[config.mk]
export PLATFORM = sky130hd
export DESIGN_NAME = raf_cfg
export DESIGN_NICKNAME = d
export VERILOG_FILES = /design/src/sv/raf_pkg.sv /design/src/sv/raf_cfg.sv
export SDC_FILE = /design/constraint.sdc
export NUM_CORES = 1
export LEC_CHECK = 0
export BUFFER_PORTS_ARGS = -buffer_cell sky130_fd_sc_hd__buf_2
export CORE_MARGIN = 2
export CORE_UTILIZATION = 40
export CTS_CLUSTER_DIAMETER = 200
export DETAILED_ROUTE_END_ITERATION = 12
export PLACE_DENSITY = 0.76
export REMOVE_ABC_BUFFERS = 1
export SYNTH_ARGS = -nofsm -noshare
export SYNTH_HDL_FRONTEND = slang
export SYNTH_SLANG_ARGS = --single-unit
[constraint.sdc]
create_clock -name clk -period 2.2 [get_ports clk]
set_input_delay 0.33 -clock clk [delete_from_list [all_inputs] [get_ports clk]]
set_output_delay 0.33 -clock clk [all_outputs]
set_load 0.1 [all_outputs]
[src/sv/raf_pkg.sv]
// ---------------------------------------------------------------------------
// raf_pkg: shared types and constants for the rotation/affine transform
// Widths, register and function codes, and the words passed between stages.
// ---------------------------------------------------------------------------
`default_nettype none

package raf_pkg;

	localparam int COORD_W         = 24;
	localparam int TRIG_W          = 16;
	localparam int COORD_FRAC_BITS = 8;
	localparam int TRIG_FRAC_BITS  = 14;
	localparam int FUNC_W          = 2;
	localparam int DIFF_W          = COORD_W + 1;          // x - offset, exact
	localparam int COEF_W          = TRIG_W + 1;           // holds -sin of the most negative code
	localparam int PROD_W          = DIFF_W + COEF_W;
	localparam int TERM_W          = PROD_W - TRIG_FRAC_BITS;
	localparam int SUM_W           = TERM_W + 2;           // two terms plus offset
	localparam int PADDR_W         = 4;
	localparam int PDATA_W         = 32;
	localparam int REG_IDX_W       = PADDR_W - 2;

	// input function codes
	localparam logic [FUNC_W-1:0] FUNC_FWD = 2'd0;
	localparam logic [FUNC_W-1:0] FUNC_INV = 2'd1;

	// register indexes
	localparam logic [REG_IDX_W-1:0] REG_COS  = 2'd0;
	localparam logic [REG_IDX_W-1:0] REG_SIN  = 2'd1;
	localparam logic [REG_IDX_W-1:0] REG_OFFX = 2'd2;
	localparam logic [REG_IDX_W-1:0] REG_OFFY = 2'd3;

	localparam logic signed [TRIG_W-1:0] COS_RESET = TRIG_W'(64'sd1 <<< TRIG_FRAC_BITS);

	localparam logic signed [COORD_W-1:0] OUT_MAX = COORD_W'((64'sd1 <<< (COORD_W-1)) - 64'sd1);
	localparam logic signed [COORD_W-1:0] OUT_MIN = COORD_W'(-(64'sd1 <<< (COORD_W-1)));
	localparam logic signed [SUM_W-1:0]   SUM_MAX = SUM_W'((64'sd1 <<< (COORD_W-1)) - 64'sd1);
	localparam logic signed [SUM_W-1:0]   SUM_MIN = SUM_W'(-(64'sd1 <<< (COORD_W-1)));
	localparam logic [SUM_W-1:0]          FRAC_MASK = SUM_W'((64'd1 << COORD_FRAC_BITS) - 64'd1);

	typedef enum logic [1:0] {
		MODE_FWD,
		MODE_INV,
		MODE_RECT
	} mode_t;

	typedef struct packed {
		logic signed [TRIG_W-1:0]  cos_a;
		logic signed [TRIG_W-1:0]  sin_a;
		logic signed [COORD_W-1:0] off_x;
		logic signed [COORD_W-1:0] off_y;
	} cfg_t;

	// floored product terms: x result = xa + xb, y result = ya + yb
	typedef struct packed {
		mode_t                    mode;
		logic signed [TERM_W-1:0] xa0;
		logic signed [TERM_W-1:0] xa1;
		logic signed [TERM_W-1:0] xb0;
		logic signed [TERM_W-1:0] xb1;
		logic signed [TERM_W-1:0] ya0;
		logic signed [TERM_W-1:0] ya1;
		logic signed [TERM_W-1:0] yb0;
		logic signed [TERM_W-1:0] yb1;
	} terms_t;

endpackage

`default_nettype wire

[src/sv/raf_cfg.sv]
// ---------------------------------------------------------------------------
// raf_cfg: configuration registers
// APB-style register file for cosine, sine and the two offsets.
// ---------------------------------------------------------------------------
`default_nettype none

module raf_cfg (
	input  wire logic                        clk,
	input  wire logic                        arst_n,
	input  wire logic                        psel,
	input  wire logic                        penable,
	input  wire logic                        pwrite,
	input  wire logic [raf_pkg::PADDR_W-1:0] paddr,
	input  wire logic [raf_pkg::PDATA_W-1:0] pwdata,
	output logic      [raf_pkg::PDATA_W-1:0] prdata,
	output logic                             pready,
	output raf_pkg::cfg_t                    cfg
);
	import raf_pkg::*;

	logic signed [TRIG_W-1:0]  cos_q;
	logic signed [TRIG_W-1:0]  sin_q;
	logic signed [COORD_W-1:0] offx_q;
	logic signed [COORD_W-1:0] offy_q;
	logic [REG_IDX_W-1:0]      idx;

	assign idx    = paddr[PADDR_W-1:2];
	assign pready = 1'b1;

	always_ff @(posedge clk or negedge arst_n) begin
		if (!arst_n) begin
			cos_q  <= COS_RESET;
			sin_q  <= '0;
			offx_q <= '0;
			offy_q <= '0;
		end else if (psel && penable && pwrite) begin
			unique case (idx)
				REG_COS:  cos_q  <= pwdata[TRIG_W-1:0];
				REG_SIN:  sin_q  <= pwdata[TRIG_W-1:0];
				REG_OFFX: offx_q <= pwdata[COORD_W-1:0];
				REG_OFFY: offy_q <= pwdata[COORD_W-1:0];
				default:  ;
			endcase
		end
	end

	always_comb begin
		unique case (idx)
			REG_COS:  prdata = PDATA_W'(cos_q);
			REG_SIN:  prdata = PDATA_W'(sin_q);
			REG_OFFX: prdata = PDATA_W'(offx_q);
			REG_OFFY: prdata = PDATA_W'(offy_q);
			default:  prdata = '0;
		endcase
	end

	assign cfg.cos_a = cos_q;
	assign cfg.sin_a = sin_q;
	assign cfg.off_x = offx_q;
	assign cfg.off_y = offy_q;

endmodule

`default_nettype wire

==> Yosys cells after proc, flatten, opt, wreduce, memory -nomap -nowiden <==
Cells that the tools add are included.
{ "op_classes": {"n_eq_ne": 3, "n_mux": 1, "n_reduce_logical": 7} }
{ "op_table": {"columns": ["operator", "count"], "rows": [
  ["$pmux W32 S4", 1],
  ["$reduce_and A2 Y1", 4],
  ["$eq A2 B2 Y1 const B", 2],
  ["$eq A2 B1 Y1 const B", 1],
  ["$logic_and A1 B1 Y1", 2],
  ["$logic_not A2 Y1", 1]
]} }
{ "totals": {"ff_bits": 80, "in_bits": 41, "out_inout_bits": 113, "wordCells": 15} }

==> Logic depth before layout (Yosys ltp) <==
{ "logic_depth": {"word_depth": 3, "mapped_depth": 6, "ltp_nobuf": 3} }

==> Worst setup path after synthesis <==
No wires, ideal clock.
{ "synth_timing": {"kind": "register to output", "from": "reg sin_q[15]", "to": "out prdata[24] (netlist name)", "t_arrival_ns": 3.579, "required_ns": 1.870, "setup_slack_ns": -1.709, "stages_incl_launch_ff": 5, "path_buffers": 1, "cell_sequence": "dfrtp_1 > and2_1 > a211oi_2 > a21oi_1 > buf_4"} }
{ "synth_via": {"elab_chain_cells": 1} }
{ "synth_lines": {"columns": ["element", "line_no", "text"], "rows": [
  ["from (decl)", "raf_cfg.sv:22", "logic signed [TRIG_W-1:0] sin_q;"],
  ["from (signal assigned)", "raf_cfg.sv:39", "REG_SIN: sin_q <= pwdata[TRIG_W-1:0];"],
  ["$pmux W32 S4", "raf_cfg.sv:48", "unique case (idx)"],
  ["to (decl)", "raf_cfg.sv:15", "output logic [raf_pkg::PDATA_W-1:0] prdata,"]
]} }
No other way between the ends.

==> Worst setup path after layout <==
{ "layout_timing": {"from": "reg sin_q[15]", "to": "out prdata[30] (netlist name)"} }
The elaborated chain is that of the path after synthesis.

==> results.cfg <==
[status]
status = completed

[clock_tree]
cts_setup_buffers = 0
root_buffer = clkbuf_8
cts_tree = built
clock-sinks = 80
path_clk_slew_ns = 0.08
h-tree-depth = 3
cts_max_path_buffers = 2
insertion_delay_ns = 0.34
cts_inserted_buffers = 9

[logic_synthesis]
synth_cells = 226
synth.avg_cell_area_um2 = 16.15
synth_top_family_by_area = multiplexers
synth_seq_cells = 80
muxShareOfSynthArea = 0.3764
yosys_warnings = 0
synth_xor_area_frac = 0
synth-simple-area-share = 0.01200
synth_compound_area_frac = 0.01577
synth-seq-area-share = 0.5489
ys_types = 22
synth_area_um2 = 3650
synth_fa_ha_area_frac = 0

[cells_and_area]
layout-area-overhead-vs-synth_pct = 34.80
final_cell_mix = buf_2 (132), dfrtp_1 (79), mux2_2 (70)
drive_above_1_share = 0.7154
diodes = 0
nNetsFinal = 412
fill_cells = 738
final_common_cell = buf_2
seqCellArea_um2 = 2003
multi_input_area_um2 = 1488
final_util = 0.5587

[grt]
grt_pass1_wl_um = 13540
grt-ovfl-total = 0
track_usage = 0.1750
antenna_found_initial = 0
grt_pass1_vias = 2672
grt_max_degree = 43

[floorplanning]
core_um2 = 8806
die_w_um = 99.52
io_pins = 154
rows = 34
initial_core_util = 0.4145
fp.dieH_um = 99.52
die_area_um2 = 9904

[drt]
drc = 0
via_count = 2497
viasPerCell = 5.159
drt_wl_total_um = 8469
postRouteAntennaNets = 0
drt_iter0_drc = 68
wire_per_inst_um = 17.50
firstDrtPassIters = 4

[worst_setup_path]
cp-end-kind = primary output
r2r_slack_ns = 1.38
worstReg2RegEnd = offx_q[23]$_DFFE_PN0P_
crit_path_start_kind = flip-flop
cp.arrival_ns = 1.76
setup.worst_path.start = sin_q[15]$_DFFE_PN0P_
critPathRequiredTime_ns = 1.87
cp_max_fo = 9
reg2reg_depth = 1
rr_startpoint = offx_q[23]$_DFFE_PN0P_
path_class = flip-flop to primary output

[worst_hold_path]
hold_path_class = primary input to flip-flop
hold-path-cell-count = 2
min-delay-start = pwdata[17]
hold_path_end = offy_q[17]$_DFFE_PN0P_

[timing]
hold_viol_final = 0
fmaxAchievable_ghz = 0.4793
post-route-min-period_ns = 2.086
setup_ws_ns = 0.1136
fin_hold_ws_ns = 0.2342
setup_tns_ns = 0
drv_slew = 0
setup_viol = 0
slew_headroom = 0.6605
worst_pin_slew_ns = 0.5093
fin_crit_sh = 0.9484
skew_ns = 0

[placed_design]
place_hpwl_um = 6194
place.port_buffers = 142
place_ws_ns = 0.2453
gp_congestion = 0.6865

[flow_run]
maxCapViolCount = 0
kinds of logic after synthesis:
family / Yosys count
buffers and inverters: 24
DFF: 80
AOI/OAI and AO/OA: 10
other: 1
muxes: 104
and+or+nand+nor: 7
worst max-delay path by stage:
stage,end,slack [ns],depth (start not counted)
after floorplan,prdata[23],-12.12,3
after global placement,prdata[13],0.25,4
after detailed placement,prdata[13],0.25,4
after CTS,prdata[30],0.07,6
after global routing,prdata[31],-0.004,6
final,prdata[30],0.11,6
layer usage:
layer	up-vias	track usage	routed length (um)
li1	1121	-	-
met1	1271	0.2253	3620
met2	95	0.2895	4208
met3	10	0.05271	557
met4	0	0.04742	83
met5	-	0	0
synth_stat cells:
master	instances	area [um^2]
nor2_1	1	3.750
mux2i_1	9	90.09
mux2_2	70	788.3
a21oi_1	9	45.04
and2_1	1	6.260
buf_6	3	33.78
or3_1	1	6.260
nand3_1	1	5.000
buf_4	13	97.59
nand4_1	1	6.260
dfrtp_1	79	1977
or2_1	1	6.260
clkbuf_1	2	7.510
mux2_4	10	150.1
dfstp_2	1	26.28
mux4_1	2	52.55
nor3_2	1	10.01
a211oi_2	1	12.51
mux4_2	13	292.8
inv_2	1	3.750
buf_2	5	25.02
conb_1	1	3.750
area by class of cell:
cell class                      instances  area share
Multi-Input combinational cell        122      0.3024
Clock inverter                          6     0.02696
Inverter                                1   0.0007630
Clock buffer                           10     0.02594
Tap cell                              108     0.02747
Timing Repair Buffer                  157      0.2093
Sequential cell                        80      0.4072
timing repair:
action                     CTS  global route
hold buffers                 1             0
gates resized for setup      0             1
hold endpoints to repair    37             0
setup endpoints to repair    0             9
critical path: stages (launching register included):
cell	delay [ns]
dfrtp_1	0.39
and2_1	0.17
a211oi_2	0.20
buf_4	0.21
a21oi_1	0.07
buf_6	0.20
buf_12	0.18
per-stage QoR:
stage	std cells	instance area, um^2
final	484	4920
after global routing	484	4920
after CTS	484	4916
after detailed placement	467	4646
after global placement	467	4646
after floorplan	203	3486
registers in the layout (all words and copies together), names as in the netlist:
| name | flops |
|---|---|
| cos_q | 16 |
| offy_q | 24 |
| sin_q | 16 |
| offx_q | 24 |
Power is not shown: default switching activity piles up to over one toggle a cycle in this logic, so the estimate is an artifact.
